## config.mk

```make
export PLATFORM = sky130hd
export DESIGN_NAME = bc1_block_encoder
export DESIGN_NICKNAME = d
export VERILOG_FILES = /design/src/design/bc1_pkg.sv /design/src/design/bc1_ram.sv /design/src/design/bc1_front.sv /design/src/design/bc1_queue.sv /design/src/design/bc1_back.sv /design/src/design/bc1_block_encoder.sv
export SDC_FILE = /design/constraint.sdc
export NUM_CORES = 2
export LEC_CHECK = 0
export ABC_AREA = 0
export BUFFER_PORTS_ARGS = -buffer_cell sky130_fd_sc_hd__buf_4
export CORE_MARGIN = 4
export CORE_UTILIZATION = 55
export CTS_CLUSTER_SIZE = 30
export DETAILED_ROUTE_END_ITERATION = 8
export PLACE_DENSITY = 0.68
export SETUP_SLACK_MARGIN = 0.15
export SLEW_MARGIN = 20
export SYNTH_ARGS = -nofsm -noshare
export SYNTH_HDL_FRONTEND = slang
export SYNTH_SLANG_ARGS = --single-unit
```

## constraint.sdc

```tcl
create_clock -name clk -period 14.09 [get_ports clk]
set_input_delay 0.7045 -clock clk [delete_from_list [all_inputs] [get_ports clk]]
set_output_delay 0.7045 -clock clk [all_outputs]
set_load 0.03 [all_outputs]
```

## src/design/bc1_pkg.sv

```systemverilog
// Shared types, constants and helper functions of the BC1 block encoder.
package bc1_pkg;

	localparam int CHAN_W          = 8;
	localparam int COLOR_W         = 16;
	localparam int SEL_W           = 2;
	localparam int PIXELS_PER_BLOCK = 16;
	localparam int CNT_W           = $clog2(PIXELS_PER_BLOCK);
	localparam int SELECTOR_W      = SEL_W * PIXELS_PER_BLOCK;
	localparam int NUM_BANKS       = 2;
	localparam int BANK_W          = $clog2(NUM_BANKS);
	localparam int RAM_AW          = BANK_W + CNT_W;
	localparam int RAM_DEPTH       = 2 ** RAM_AW;
	localparam int QUEUE_DEPTH     = 2;
	localparam int QPTR_W          = $clog2(QUEUE_DEPTH);
	localparam int QCNT_W          = $clog2(QUEUE_DEPTH + 1);
	localparam int NUM_ENTRIES     = 4;
	localparam int DIST_W          = 18;

	localparam logic [CNT_W-1:0]  LAST_PIXEL      = CNT_W'(PIXELS_PER_BLOCK - 1);
	localparam logic [CHAN_W-1:0] THRESHOLD_RESET = 8'd128;
	localparam logic [CHAN_W-1:0] CHAN_MAX        = 8'hFF;
	localparam logic [CHAN_W-1:0] CHAN_MIN        = 8'h00;
	localparam logic [SEL_W-1:0]  IDX_TRANSPARENT = 2'd3;

	// floor(n / 3) for n below 1024 is floor(n * 683 / 2048).
	localparam int DIV3_RECIP = 683;
	localparam int DIV3_SHIFT = 11;

	typedef struct packed {
		logic [CHAN_W-1:0] red;
		logic [CHAN_W-1:0] green;
		logic [CHAN_W-1:0] blue;
		logic [CHAN_W-1:0] alpha;
	} pixel_t;

	localparam int PIXEL_W = $bits(pixel_t);

	typedef struct packed {
		logic [COLOR_W-1:0]    color_a;
		logic [COLOR_W-1:0]    color_b;
		logic [SELECTOR_W-1:0] selector_bits;
	} block_t;

	// One finished block handed from the front end to the back end.
	typedef struct packed {
		logic [CHAN_W-1:0] min_r;
		logic [CHAN_W-1:0] min_g;
		logic [CHAN_W-1:0] min_b;
		logic [CHAN_W-1:0] max_r;
		logic [CHAN_W-1:0] max_g;
		logic [CHAN_W-1:0] max_b;
		logic              opaque;
		logic              transp;
		logic [CHAN_W-1:0] threshold;
		logic [BANK_W-1:0] bank;
	} desc_t;

	typedef struct packed {
		logic              en;
		logic [RAM_AW-1:0] addr;
		pixel_t            data;
	} ram_wr_t;

	typedef struct packed {
		logic              en;
		logic [RAM_AW-1:0] addr;
	} ram_rd_t;

	typedef struct packed {
		logic              valid;
		logic [BANK_W-1:0] bank;
	} bank_rel_t;

	typedef struct packed {
		logic valid;
		logic full;
	} queue_stat_t;

	function automatic logic [COLOR_W-1:0] pack565(input logic [CHAN_W-1:0] r,
			input logic [CHAN_W-1:0] g, input logic [CHAN_W-1:0] b);
		return {r[7:3], g[7:2], b[7:3]};
	endfunction

	// floor(v * 255 / 31)
	function automatic logic [CHAN_W-1:0] expand5(input logic [4:0] v);
		logic [CHAN_W-1:0] e;
		case (v)
			5'd0:  e = 8'd0;   5'd1:  e = 8'd8;   5'd2:  e = 8'd16;  5'd3:  e = 8'd24;
			5'd4:  e = 8'd32;  5'd5:  e = 8'd41;  5'd6:  e = 8'd49;  5'd7:  e = 8'd57;
			5'd8:  e = 8'd65;  5'd9:  e = 8'd74;  5'd10: e = 8'd82;  5'd11: e = 8'd90;
			5'd12: e = 8'd98;  5'd13: e = 8'd106; 5'd14: e = 8'd115; 5'd15: e = 8'd123;
			5'd16: e = 8'd131; 5'd17: e = 8'd139; 5'd18: e = 8'd148; 5'd19: e = 8'd156;
			5'd20: e = 8'd164; 5'd21: e = 8'd172; 5'd22: e = 8'd180; 5'd23: e = 8'd189;
			5'd24: e = 8'd197; 5'd25: e = 8'd205; 5'd26: e = 8'd213; 5'd27: e = 8'd222;
			5'd28: e = 8'd230; 5'd29: e = 8'd238; 5'd30: e = 8'd246; 5'd31: e = 8'd255;
			default: e = 8'd0;
		endcase
		return e;
	endfunction

	// floor(v * 255 / 63) = 4v + floor(v / 21)
	function automatic logic [CHAN_W-1:0] expand6(input logic [5:0] v);
		logic [CHAN_W-1:0] q;
		q = CHAN_W'(v >= 6'd21) + CHAN_W'(v >= 6'd42) + CHAN_W'(v == 6'd63);
		return {v, 2'b00} + q;
	endfunction

	function automatic logic [CHAN_W-1:0] div3(input logic [9:0] n);
		logic [19:0] p;
		p = 20'(n) * 20'(DIV3_RECIP);
		return p[DIV3_SHIFT +: CHAN_W];
	endfunction

	function automatic logic [CHAN_W-1:0] mid2(input logic [CHAN_W-1:0] a,
			input logic [CHAN_W-1:0] b);
		logic [CHAN_W:0] s;
		s = {1'b0, a} + {1'b0, b};
		return s[CHAN_W:1];
	endfunction

	// (2a + b) / 3
	function automatic logic [CHAN_W-1:0] third(input logic [CHAN_W-1:0] a,
			input logic [CHAN_W-1:0] b);
		logic [9:0] s;
		s = {1'b0, a, 1'b0} + {2'b00, b};
		return div3(s);
	endfunction

	function automatic logic [2*CHAN_W-1:0] sqdiff(input logic [CHAN_W-1:0] a,
			input logic [CHAN_W-1:0] b);
		logic [CHAN_W-1:0] d;
		d = (a >= b) ? (a - b) : (b - a);
		return {{CHAN_W{1'b0}}, d} * {{CHAN_W{1'b0}}, d};
	endfunction

endpackage

```

## src/design/bc1_ram.sv

```systemverilog
// Generic single-write, single-read RAM with a registered read port.
module bc1_ram #(
	parameter int WIDTH = 32,
	parameter int DEPTH = 32
) (
	input  logic                     clk,
	input  logic                     we,
	input  logic [$clog2(DEPTH)-1:0] waddr,
	input  logic [WIDTH-1:0]         wdata,
	input  logic                     re,
	input  logic [$clog2(DEPTH)-1:0] raddr,
	output logic [WIDTH-1:0]         rdata
);

	logic [WIDTH-1:0] mem_q [DEPTH];

	always_ff @(posedge clk) begin
		if (we) begin
			mem_q[waddr] <= wdata;
		end
		if (re) begin
			rdata <= mem_q[raddr];
		end
	end

endmodule

```

## src/design/bc1_front.sv

```systemverilog
// Front end: takes pixels into a free RAM bank and tracks the opaque color bounds.
module bc1_front (
	input  logic                       clk,
	input  logic                       arst_n,
	input  logic                       pixel_valid,
	output logic                       pixel_stall,
	input  bc1_pkg::pixel_t            pixel,
	input  logic [bc1_pkg::CHAN_W-1:0] threshold,
	input  bc1_pkg::bank_rel_t         rel,
	output bc1_pkg::ram_wr_t           ram_wr,
	output logic                       push,
	output bc1_pkg::desc_t             desc
);

	logic [bc1_pkg::CNT_W-1:0]     cnt_q;
	logic [bc1_pkg::BANK_W-1:0]    bank_q;
	logic [bc1_pkg::NUM_BANKS-1:0] busy_q;
	logic [bc1_pkg::CHAN_W-1:0]    min_r_q, min_g_q, min_b_q;
	logic [bc1_pkg::CHAN_W-1:0]    max_r_q, max_g_q, max_b_q;
	logic                          opaque_q, transp_q;

	logic                          accept, is_opaque, last;
	logic [bc1_pkg::CHAN_W-1:0]    n_min_r, n_min_g, n_min_b;
	logic [bc1_pkg::CHAN_W-1:0]    n_max_r, n_max_g, n_max_b;

	assign pixel_stall = busy_q[bank_q];
	assign accept      = pixel_valid && !busy_q[bank_q];
	assign is_opaque   = pixel.alpha >= threshold;
	assign last        = cnt_q == bc1_pkg::LAST_PIXEL;
	assign push        = accept && last;

	assign n_min_r = (is_opaque && pixel.red   < min_r_q) ? pixel.red   : min_r_q;
	assign n_min_g = (is_opaque && pixel.green < min_g_q) ? pixel.green : min_g_q;
	assign n_min_b = (is_opaque && pixel.blue  < min_b_q) ? pixel.blue  : min_b_q;
	assign n_max_r = (is_opaque && pixel.red   > max_r_q) ? pixel.red   : max_r_q;
	assign n_max_g = (is_opaque && pixel.green > max_g_q) ? pixel.green : max_g_q;
	assign n_max_b = (is_opaque && pixel.blue  > max_b_q) ? pixel.blue  : max_b_q;

	always_comb begin
		ram_wr.en   = accept;
		ram_wr.addr = {bank_q, cnt_q};
		ram_wr.data = pixel;

		desc.min_r     = n_min_r;
		desc.min_g     = n_min_g;
		desc.min_b     = n_min_b;
		desc.max_r     = n_max_r;
		desc.max_g     = n_max_g;
		desc.max_b     = n_max_b;
		desc.opaque    = opaque_q | is_opaque;
		desc.transp    = transp_q | !is_opaque;
		desc.threshold = threshold;
		desc.bank      = bank_q;
	end

	// A bank is owned by the back end from the end of its block until its last read.
	always_ff @(posedge clk or negedge arst_n) begin
		if (!arst_n) begin
			busy_q <= '0;
		end else begin
			for (int i = 0; i < bc1_pkg::NUM_BANKS; i++) begin
				if (push && bank_q == bc1_pkg::BANK_W'(i)) begin
					busy_q[i] <= 1'b1;
				end else if (rel.valid && rel.bank == bc1_pkg::BANK_W'(i)) begin
					busy_q[i] <= 1'b0;
				end
			end
		end
	end

	always_ff @(posedge clk or negedge arst_n) begin
		if (!arst_n) begin
			cnt_q    <= '0;
			bank_q   <= '0;
			min_r_q  <= bc1_pkg::CHAN_MAX;
			min_g_q  <= bc1_pkg::CHAN_MAX;
			min_b_q  <= bc1_pkg::CHAN_MAX;
			max_r_q  <= bc1_pkg::CHAN_MIN;
			max_g_q  <= bc1_pkg::CHAN_MIN;
			max_b_q  <= bc1_pkg::CHAN_MIN;
			opaque_q <= 1'b0;
			transp_q <= 1'b0;
		end else if (accept) begin
			cnt_q <= cnt_q + 1'b1;
			if (last) begin
				bank_q   <= bank_q + 1'b1;
				min_r_q  <= bc1_pkg::CHAN_MAX;
				min_g_q  <= bc1_pkg::CHAN_MAX;
				min_b_q  <= bc1_pkg::CHAN_MAX;
				max_r_q  <= bc1_pkg::CHAN_MIN;
				max_g_q  <= bc1_pkg::CHAN_MIN;
				max_b_q  <= bc1_pkg::CHAN_MIN;
				opaque_q <= 1'b0;
				transp_q <= 1'b0;
			end else begin
				min_r_q  <= n_min_r;
				min_g_q  <= n_min_g;
				min_b_q  <= n_min_b;
				max_r_q  <= n_max_r;
				max_g_q  <= n_max_g;
				max_b_q  <= n_max_b;
				opaque_q <= desc.opaque;
				transp_q <= desc.transp;
			end
		end
	end

endmodule

```

## src/design/bc1_queue.sv

```systemverilog
// Small FIFO of finished-block requests between the front end and the back end.
module bc1_queue (
	input  logic                 clk,
	input  logic                 arst_n,
	input  logic                 push,
	input  bc1_pkg::desc_t       push_data,
	input  logic                 pop,
	output bc1_pkg::desc_t       head,
	output bc1_pkg::queue_stat_t stat
);

	bc1_pkg::desc_t              mem_q [bc1_pkg::QUEUE_DEPTH];
	logic [bc1_pkg::QPTR_W-1:0]  wptr_q, rptr_q;
	logic [bc1_pkg::QCNT_W-1:0]  count_q;

	assign head       = mem_q[rptr_q];
	assign stat.valid = count_q != '0;
	assign stat.full  = count_q == bc1_pkg::QCNT_W'(bc1_pkg::QUEUE_DEPTH);

	always_ff @(posedge clk) begin
		if (push) begin
			mem_q[wptr_q] <= push_data;
		end
	end

	always_ff @(posedge clk or negedge arst_n) begin
		if (!arst_n) begin
			wptr_q  <= '0;
			rptr_q  <= '0;
			count_q <= '0;
		end else begin
			if (push) begin
				wptr_q <= (wptr_q == bc1_pkg::QPTR_W'(bc1_pkg::QUEUE_DEPTH - 1)) ?
					'0 : wptr_q + 1'b1;
			end
			if (pop) begin
				rptr_q <= (rptr_q == bc1_pkg::QPTR_W'(bc1_pkg::QUEUE_DEPTH - 1)) ?
					'0 : rptr_q + 1'b1;
			end
			if (push && !pop) begin
				count_q <= count_q + 1'b1;
			end else if (pop && !push) begin
				count_q <= count_q - 1'b1;
			end
		end
	end

endmodule

```

## src/design/bc1_back.sv

```systemverilog
// Back end: builds endpoints and palette, then scans the stored pixels for their indices.
module bc1_back (
	input  logic                 clk,
	input  logic                 arst_n,
	input  bc1_pkg::queue_stat_t q_stat,
	input  bc1_pkg::desc_t       head,
	output logic                 pop,
	output bc1_pkg::ram_rd_t     ram_rd,
	input  bc1_pkg::pixel_t      rdata_s1,
	output bc1_pkg::bank_rel_t   rel,
	output logic                 block_valid,
	input  logic                 block_stall,
	output bc1_pkg::block_t      block
);

	localparam logic [2:0] ST_IDLE  = 3'd0;
	localparam logic [2:0] ST_PAL   = 3'd1;
	localparam logic [2:0] ST_SCAN  = 3'd2;
	localparam logic [2:0] ST_DRAIN = 3'd3;
	localparam logic [2:0] ST_DONE  = 3'd4;

	logic [2:0]                        state_q;
	logic [bc1_pkg::CNT_W-1:0]         cnt_q;
	logic [bc1_pkg::COLOR_W-1:0]       c0_q, c1_q;
	logic                              mode3_q, opaque_q;
	logic [bc1_pkg::CHAN_W-1:0]        thr_q;
	logic [bc1_pkg::BANK_W-1:0]        bank_q;
	logic [bc1_pkg::CHAN_W-1:0]        pal_r_q [bc1_pkg::NUM_ENTRIES];
	logic [bc1_pkg::CHAN_W-1:0]        pal_g_q [bc1_pkg::NUM_ENTRIES];
	logic [bc1_pkg::CHAN_W-1:0]        pal_b_q [bc1_pkg::NUM_ENTRIES];
	logic [bc1_pkg::SELECTOR_W-1:0]    sel_q;
	logic                              out_valid_q;
	bc1_pkg::block_t                   out_q;

	logic                              valid_s1;
	logic [bc1_pkg::CNT_W-1:0]         idx_s1;
	logic                              valid_s2, transp_s2;
	logic [bc1_pkg::CNT_W-1:0]         idx_s2;
	logic [bc1_pkg::DIST_W-1:0]        dist_s2 [bc1_pkg::NUM_ENTRIES];

	logic [bc1_pkg::COLOR_W-1:0]       ca, cb, c0_n, c1_n;
	logic [bc1_pkg::DIST_W-1:0]        dist_now [bc1_pkg::NUM_ENTRIES];
	logic [bc1_pkg::DIST_W-1:0]        best_d;
	logic [bc1_pkg::SEL_W-1:0]         best_id, pick;
	logic                              load_out;

	assign pop      = (state_q == ST_IDLE) && q_stat.valid;
	assign load_out = (state_q == ST_DONE) && (!out_valid_q || !block_stall);

	assign ram_rd.en   = state_q == ST_SCAN;
	assign ram_rd.addr = {bank_q, cnt_q};
	assign rel.valid   = (state_q == ST_SCAN) && (cnt_q == bc1_pkg::LAST_PIXEL);
	assign rel.bank    = bank_q;

	assign block_valid = out_valid_q;
	assign block       = out_q;

	// Endpoint ordering: the transparent mode wants c0 <= c1, the opaque mode c0 > c1.
	always_comb begin
		ca = bc1_pkg::pack565(head.max_r, head.max_g, head.max_b);
		cb = bc1_pkg::pack565(head.min_r, head.min_g, head.min_b);
		if (head.transp) begin
			c0_n = (ca > cb) ? cb : ca;
			c1_n = (ca > cb) ? ca : cb;
		end else begin
			c0_n = (ca < cb) ? cb : ca;
			c1_n = (ca < cb) ? ca : cb;
			if (ca == cb) begin
				if (ca != '0) begin
					c1_n = ca - 1'b1;
				end else begin
					c0_n = bc1_pkg::COLOR_W'(1);
				end
			end
		end
	end

	always_comb begin
		for (int k = 0; k < bc1_pkg::NUM_ENTRIES; k++) begin
			dist_now[k] = bc1_pkg::DIST_W'(bc1_pkg::sqdiff(rdata_s1.red, pal_r_q[k]))
				+ bc1_pkg::DIST_W'(bc1_pkg::sqdiff(rdata_s1.green, pal_g_q[k]))
				+ bc1_pkg::DIST_W'(bc1_pkg::sqdiff(rdata_s1.blue, pal_b_q[k]));
		end
	end

	// Nearest entry with ties to the lower index; the fourth entry only in opaque mode.
	always_comb begin
		best_d  = dist_s2[0];
		best_id = 2'd0;
		if (dist_s2[1] < best_d) begin
			best_d  = dist_s2[1];
			best_id = 2'd1;
		end
		if (dist_s2[2] < best_d) begin
			best_d  = dist_s2[2];
			best_id = 2'd2;
		end
		if (!mode3_q && dist_s2[3] < best_d) begin
			best_id = 2'd3;
		end
		pick = transp_s2 ? bc1_pkg::IDX_TRANSPARENT : best_id;
	end

	always_ff @(posedge clk or negedge arst_n) begin
		if (!arst_n) begin
			state_q     <= ST_IDLE;
			cnt_q       <= '0;
			valid_s1    <= 1'b0;
			valid_s2    <= 1'b0;
			out_valid_q <= 1'b0;
		end else begin
			valid_s1 <= state_q == ST_SCAN;
			valid_s2 <= valid_s1;
			if (load_out) begin
				out_valid_q <= 1'b1;
			end else if (!block_stall) begin
				out_valid_q <= 1'b0;
			end
			case (state_q)
				ST_IDLE: begin
					if (pop) begin
						state_q <= ST_PAL;
					end
				end
				ST_PAL: begin
					cnt_q   <= '0;
					state_q <= ST_SCAN;
				end
				ST_SCAN: begin
					cnt_q <= cnt_q + 1'b1;
					if (cnt_q == bc1_pkg::LAST_PIXEL) begin
						state_q <= ST_DRAIN;
					end
				end
				ST_DRAIN: begin
					if (!valid_s1 && !valid_s2) begin
						state_q <= ST_DONE;
					end
				end
				ST_DONE: begin
					if (load_out) begin
						state_q <= ST_IDLE;
					end
				end
				default: state_q <= ST_IDLE;
			endcase
		end
	end

	always_ff @(posedge clk) begin
		if (pop) begin
			c0_q       <= c0_n;
			c1_q       <= c1_n;
			mode3_q    <= head.transp;
			opaque_q   <= head.opaque;
			thr_q      <= head.threshold;
			bank_q     <= head.bank;
			pal_r_q[0] <= bc1_pkg::expand5(c0_n[15:11]);
			pal_g_q[0] <= bc1_pkg::expand6(c0_n[10:5]);
			pal_b_q[0] <= bc1_pkg::expand5(c0_n[4:0]);
			pal_r_q[1] <= bc1_pkg::expand5(c1_n[15:11]);
			pal_g_q[1] <= bc1_pkg::expand6(c1_n[10:5]);
			pal_b_q[1] <= bc1_pkg::expand5(c1_n[4:0]);
		end
		if (state_q == ST_PAL) begin
			if (mode3_q) begin
				pal_r_q[2] <= bc1_pkg::mid2(pal_r_q[0], pal_r_q[1]);
				pal_g_q[2] <= bc1_pkg::mid2(pal_g_q[0], pal_g_q[1]);
				pal_b_q[2] <= bc1_pkg::mid2(pal_b_q[0], pal_b_q[1]);
				pal_r_q[3] <= bc1_pkg::CHAN_MIN;
				pal_g_q[3] <= bc1_pkg::CHAN_MIN;
				pal_b_q[3] <= bc1_pkg::CHAN_MIN;
			end else begin
				pal_r_q[2] <= bc1_pkg::third(pal_r_q[0], pal_r_q[1]);
				pal_g_q[2] <= bc1_pkg::third(pal_g_q[0], pal_g_q[1]);
				pal_b_q[2] <= bc1_pkg::third(pal_b_q[0], pal_b_q[1]);
				pal_r_q[3] <= bc1_pkg::third(pal_r_q[1], pal_r_q[0]);
				pal_g_q[3] <= bc1_pkg::third(pal_g_q[1], pal_g_q[0]);
				pal_b_q[3] <= bc1_pkg::third(pal_b_q[1], pal_b_q[0]);
			end
		end
		idx_s1    <= cnt_q;
		idx_s2    <= idx_s1;
		transp_s2 <= mode3_q && (rdata_s1.alpha < thr_q);
		for (int k = 0; k < bc1_pkg::NUM_ENTRIES; k++) begin
			dist_s2[k] <= dist_now[k];
		end
		if (valid_s2) begin
			sel_q[{idx_s2, 1'b0} +: bc1_pkg::SEL_W] <= pick;
		end
		if (load_out) begin
			out_q.color_a       <= opaque_q ? c0_q : '0;
			out_q.color_b       <= opaque_q ? c1_q : '0;
			out_q.selector_bits <= opaque_q ? sel_q : '1;
		end
	end

endmodule

```

## src/design/bc1_block_encoder.sv

```systemverilog
// Top level of the BC1 block encoder: threshold register, pixel RAM, front end, queue, back end.
// Pixels of a 4x4 block enter in row-major order, one per cycle, into one of two RAM banks;
// the input stalls only while both banks hold blocks that the back end has not yet read.
// After the sixteenth pixel the block is queued, and the back end works through it in order:
// it registers the endpoints, builds the palette, reads the sixteen pixels through the single
// RAM read port, drains the two-stage distance pipeline and loads the output register.
// The back end works on one block at a time, while the front end takes the next block's
// pixels into the other bank; a stalled output holds the back end in its last step.
// The alpha threshold (reset 128) may be written between blocks or between pixels;
// the transparent index uses the value current at the block's last pixel.
module bc1_block_encoder (
	input  logic                       clk,
	input  logic                       arst_n,
	input  logic                       cfg_valid,
	output logic                       cfg_ready,
	input  logic [bc1_pkg::CHAN_W-1:0] cfg_data,
	input  logic                       pixel_valid,
	output logic                       pixel_stall,
	input  bc1_pkg::pixel_t            pixel,
	output logic                       block_valid,
	input  logic                       block_stall,
	output bc1_pkg::block_t            block
);

	logic [bc1_pkg::CHAN_W-1:0] alpha_threshold_q;
	bc1_pkg::ram_wr_t           ram_wr;
	bc1_pkg::ram_rd_t           ram_rd;
	bc1_pkg::pixel_t            rdata_s1;
	bc1_pkg::bank_rel_t         rel;
	bc1_pkg::desc_t             push_desc, head;
	bc1_pkg::queue_stat_t       q_stat;
	logic                       q_push, q_pop;

	assign cfg_ready = 1'b1;

	always_ff @(posedge clk or negedge arst_n) begin
		if (!arst_n) begin
			alpha_threshold_q <= bc1_pkg::THRESHOLD_RESET;
		end else if (cfg_valid && cfg_ready) begin
			alpha_threshold_q <= cfg_data;
		end
	end

	bc1_front u_front (
		.clk         (clk),
		.arst_n      (arst_n),
		.pixel_valid (pixel_valid),
		.pixel_stall (pixel_stall),
		.pixel       (pixel),
		.threshold   (alpha_threshold_q),
		.rel         (rel),
		.ram_wr      (ram_wr),
		.push        (q_push),
		.desc        (push_desc)
	);

	bc1_ram #(
		.WIDTH (bc1_pkg::PIXEL_W),
		.DEPTH (bc1_pkg::RAM_DEPTH)
	) u_ram (
		.clk   (clk),
		.we    (ram_wr.en),
		.waddr (ram_wr.addr),
		.wdata (ram_wr.data),
		.re    (ram_rd.en),
		.raddr (ram_rd.addr),
		.rdata (rdata_s1)
	);

	bc1_queue u_queue (
		.clk       (clk),
		.arst_n    (arst_n),
		.push      (q_push),
		.push_data (push_desc),
		.pop       (q_pop),
		.head      (head),
		.stat      (q_stat)
	);

	bc1_back u_back (
		.clk         (clk),
		.arst_n      (arst_n),
		.q_stat      (q_stat),
		.head        (head),
		.pop         (q_pop),
		.ram_rd      (ram_rd),
		.rdata_s1    (rdata_s1),
		.rel         (rel),
		.block_valid (block_valid),
		.block_stall (block_stall),
		.block       (block)
	);

	// A block request never arrives while the queue is full.
	a_queue_no_overflow: assert property (@(posedge clk) disable iff (!arst_n)
		q_push |-> !q_stat.full)
		else $error("block request pushed into a full queue");

	// The front end never writes the bank that the back end is reading.
	a_banks_apart: assert property (@(posedge clk) disable iff (!arst_n)
		(ram_wr.en && ram_rd.en) |->
		(ram_wr.addr[bc1_pkg::RAM_AW-1:bc1_pkg::CNT_W] !=
		 ram_rd.addr[bc1_pkg::RAM_AW-1:bc1_pkg::CNT_W]))
		else $error("pixel write and read hit the same bank");

	// A bank is released only while a block request is being worked on, never while idle.
	a_release_in_scan: assert property (@(posedge clk) disable iff (!arst_n)
		rel.valid |-> !q_pop)
		else $error("bank released in the same cycle a new block is taken");

endmodule
```

==> impl_metrics.toml <==
[timing]
worst_slew_pin_slew_ns = 1.094
period_needed_ns = 12.49
max_freq_mhz = 80.05
tns_ns = 0
period_share = 0.8866
final-hold-violation-count = 0
rsz0062_at_grt = "no"
skew_ns = 0.07853
final-setup-viol-count = 0
slew_headroom = 0.2495
worst_slack_ns = 1.598
slew_violations = 0

[placement]
place_ws_ns = 1.551
portBuffers = 110
dpl.hpwl_um = 189800
gp_congestion = 0.9281

[route]
vias_per_cell = 5.796
drtPass1Iterations = 5
drtIter0Drc = 5229
detail-route-antenna-nets = 0
wl_per_cell_um = 23.42
finalWirelength_um = 263700
vias = 65250
route.detailed.drc = 0

[critical_path]
ff2ff_path_depth = 39
critPathLaunch = "u_ram.rdata[25]"
rrSetupSlack_ns = 1.60
cp_common_cell = "fa_1"
critical_path.max_fanout = 11
worstPathRequired_ns = 14.78
crit_family = "adder cells"
worst-setup-path-type = "flip-flop to flip-flop"
cp.depth = 39
worst_setup_path_end_kind = "flip-flop"
slowest_delay_ns = 0.67
crit_slowest_cell = "edfxtp_1"
cp_data_arrival_time_ns = 13.18
r2r_end = "u_back.dist_s2[0][17]"
cp-endpoint = "u_back.dist_s2[0][17]"
cp.buffers_inverters = 8
worst_r2r_startpoint = "u_ram.rdata[25]"
critPathLaunchType = "flip-flop"

[clocking]
clk_path_buf_depth = 3
cts_tree = "yes"
cts_root_buf = "clkbuf_16"
insertion_delay_ns = 0.83
cts_buffers = 159
cts_max_level = 4
clkTransAtPathRegs_ns = 0.06
clock-sinks = 1517

[synth]
yosysUniqueCellTypes = 102
async_reset_ff_frac = 0.05208
synth_top_area_cell = "edfxtp_1"
yosysSeqAreaShare = 0.4326
synth_nets = 10270
synth_edf_count = 1357
synth_flop_cell = "edfxtp_1"
synth_seq_cells = 1517
yosysWarnings = 0
syn_inst = 8488
synth_top_area_frac = 0.3972
syn_area_per_cell_um2 = 12.09
netlist_area_um2 = 102600
synth_area_leaders = "edfxtp_1 40%, ha_1 14%, fa_1 12%"

[global_route]
track_usage = 0.2737
overflow = 0
grt_antenna_before_repair = 13
grt_pass1_vias = 66740
grt_pass1_wl_um = 400800
grt_max_degree = 113

[floorplanning]
die_area_um2 = 193500
initial_core_util = 0.5532
io_pins = 112
coreArea_um2 = 185400
die_x_um = 439.9
rows = 158
chipHeight_um = 439.9

[run_status]
status = "finished clean"

[final_layout]
nNetsFinal = 10430
drive_gt1_frac = 0.09834
syn_to_final_growth_pct = 9.314

[min_path]
worst_hold_path_type = "input pin to flip-flop"

[run]
max_cap_viol_count = 0
[area by class of cell]
class | instances | area (µm²)
Fill cell | 14820 | 73290
Multi-Input combinational cell | 5466 | 52880
Sequential cell | 1517 | 44400
Inverter | 1295 | 4861
Clock buffer | 190 | 4156
Tap cell | 2480 | 3103
Timing Repair Buffer | 213 | 1627
Clock inverter | 95 | 1107
Antenna cell | 2 | 5.005
[routing by layer]
layer	up-vias	GRT usage	routed length (µm)
met1	32690	0.3540	107300
met3	469	0.03655	15230
met5	-	0	46
li1	30070	-	-
met2	2014	0.4689	129300
met4	6	0.1084	11760
[how the worst min path moves through the flow]
stage / cells after the start / to / from / slack (ns)
6_report: 3 / alpha_threshold_q[1] / cfg_data[1] / 0.14
5_1_grt: 3 / alpha_threshold_q[1] / cfg_data[1] / 0.13
4_1_cts: 3 / alpha_threshold_q[1] / cfg_data[1] / 0.07
3_5_place_dp: 0 / u_back.idx_s2[1] / u_back.idx_s1[1] / 0.35
3_3_place_gp: 0 / u_back.idx_s2[1] / u_back.idx_s1[1] / 0.34
2_1_floorplan: 0 / u_back.idx_s2[0] / u_back.idx_s1[0] / 0.31
[per-stage QoR]
stage	cell area, µm²	cells	utilization	hold WS (ns)
detailed placement	106800	10970	0.5760	0.3458
finish	112100	11260	0.6047	0.1441
global route	112100	11260	0.6047	0.1348
floorplan	102600	8488	-	0.3096
global placement	106800	10970	0.5760	0.3433
CTS	112100	11260	0.6045	0.07064
[registers in the layout, indices dropped and copies added, names as in the netlist, 8 cells and up]
name and cells:
alpha_threshold_q 8, u_back.block 64, u_back.c0_q 15, u_back.c1_q 16, u_back.dist_s2 72, u_back.pal_b_q 22
u_back.pal_g_q 32, u_back.pal_r_q 23, u_back.sel_q 32, u_back.thr_q 8, u_front.max_b_q 8, u_front.max_g_q 8
u_front.max_r_q 8, u_front.min_b_q 8, u_front.min_g_q 8, u_front.min_r_q 8, u_queue.mem_q 86, u_ram.mem_q 1024
u_ram.rdata 32
[cell families (layout without fill, tap and decap cells)]
| logic type | count (synthesis) | in the layout | share of synthesized area |
|---|---|---|---|
| AO/OA/AOI/OAI | 1313 | 1313 | 0.08316 |
| XOR/XNOR | 354 | 354 | 0.03052 |
| adder cells (fa/ha/maj) | 1736 | 1736 | 0.2576 |
| buffers and inverters | 1505 | 1793 | 0.05551 |
| flip-flops | 1517 | 1517 | 0.4326 |
| multiplexers | 585 | 585 | 0.07446 |
| other | 1 | 3 | 0.00003656 |
| AND/OR/NAND/NOR | 1477 | 1477 | 0.06612 |
[repair_timing]
action / in CTS / in global routing
buffers inserted: 0 / 0
hold buffers: 1 / 0
hold endpoints to repair: 13 / 0
resized for setup: 0 / 0
[Yosys cell counts, types with 24 or more instances]
cell type and n:
a211oi_1 35, a21o_1 129, a21oi_1 374, a22o_1 27
a31oi_1 24, and2_1 66, and3_1 30, buf_1 36
clkbuf_1 152, dfrtp_1 54, dfstp_2 25, dfxtp_1 81
edfxtp_1 1357, fa_1 627, ha_1 1108, inv_1 1290
mux2_2 122, mux2i_1 329, mux4_2 128, nand2_1 384
nand2b_1 96, nand3_1 67, nand4_1 35, nor2_1 553
nor2b_1 51, nor3_1 76, o211ai_1 29, o21a_1 30
o21ai_0 263, o21ai_1 28, o21bai_1 60, o221ai_1 98
o22ai_1 41, o31ai_1 31, or2_2 36, xnor2_1 265
xor2_1 85
[tightest hold or removal path: stages]
cell and delay [ns]:
buf_4 0.10, nand2_1 0.05, o21ai_0 0.06
[layout by cell type (no fill, tap or decap), drive strengths merged, types with 53 or more instances in the layout]
cell    count
o21ai     293
nor2      553
clkinv     65
clkbuf    190
o21bai     60
buf       212
a21oi     377
fa        627
nand3      68
ha       1108
xor2       86
inv      1307
dfxtp      81
and2       67
nor3       76
a21o      129
xnor2     268
dfrtp      54
or2        53
mux2      126
mux4      128
mux2i     331
nand2     385
nand2b     96
edfxtp   1357
o221ai     98
Power is not shown: default switching activity piles up to over one toggle a cycle in this logic, so the estimate is an artifact.
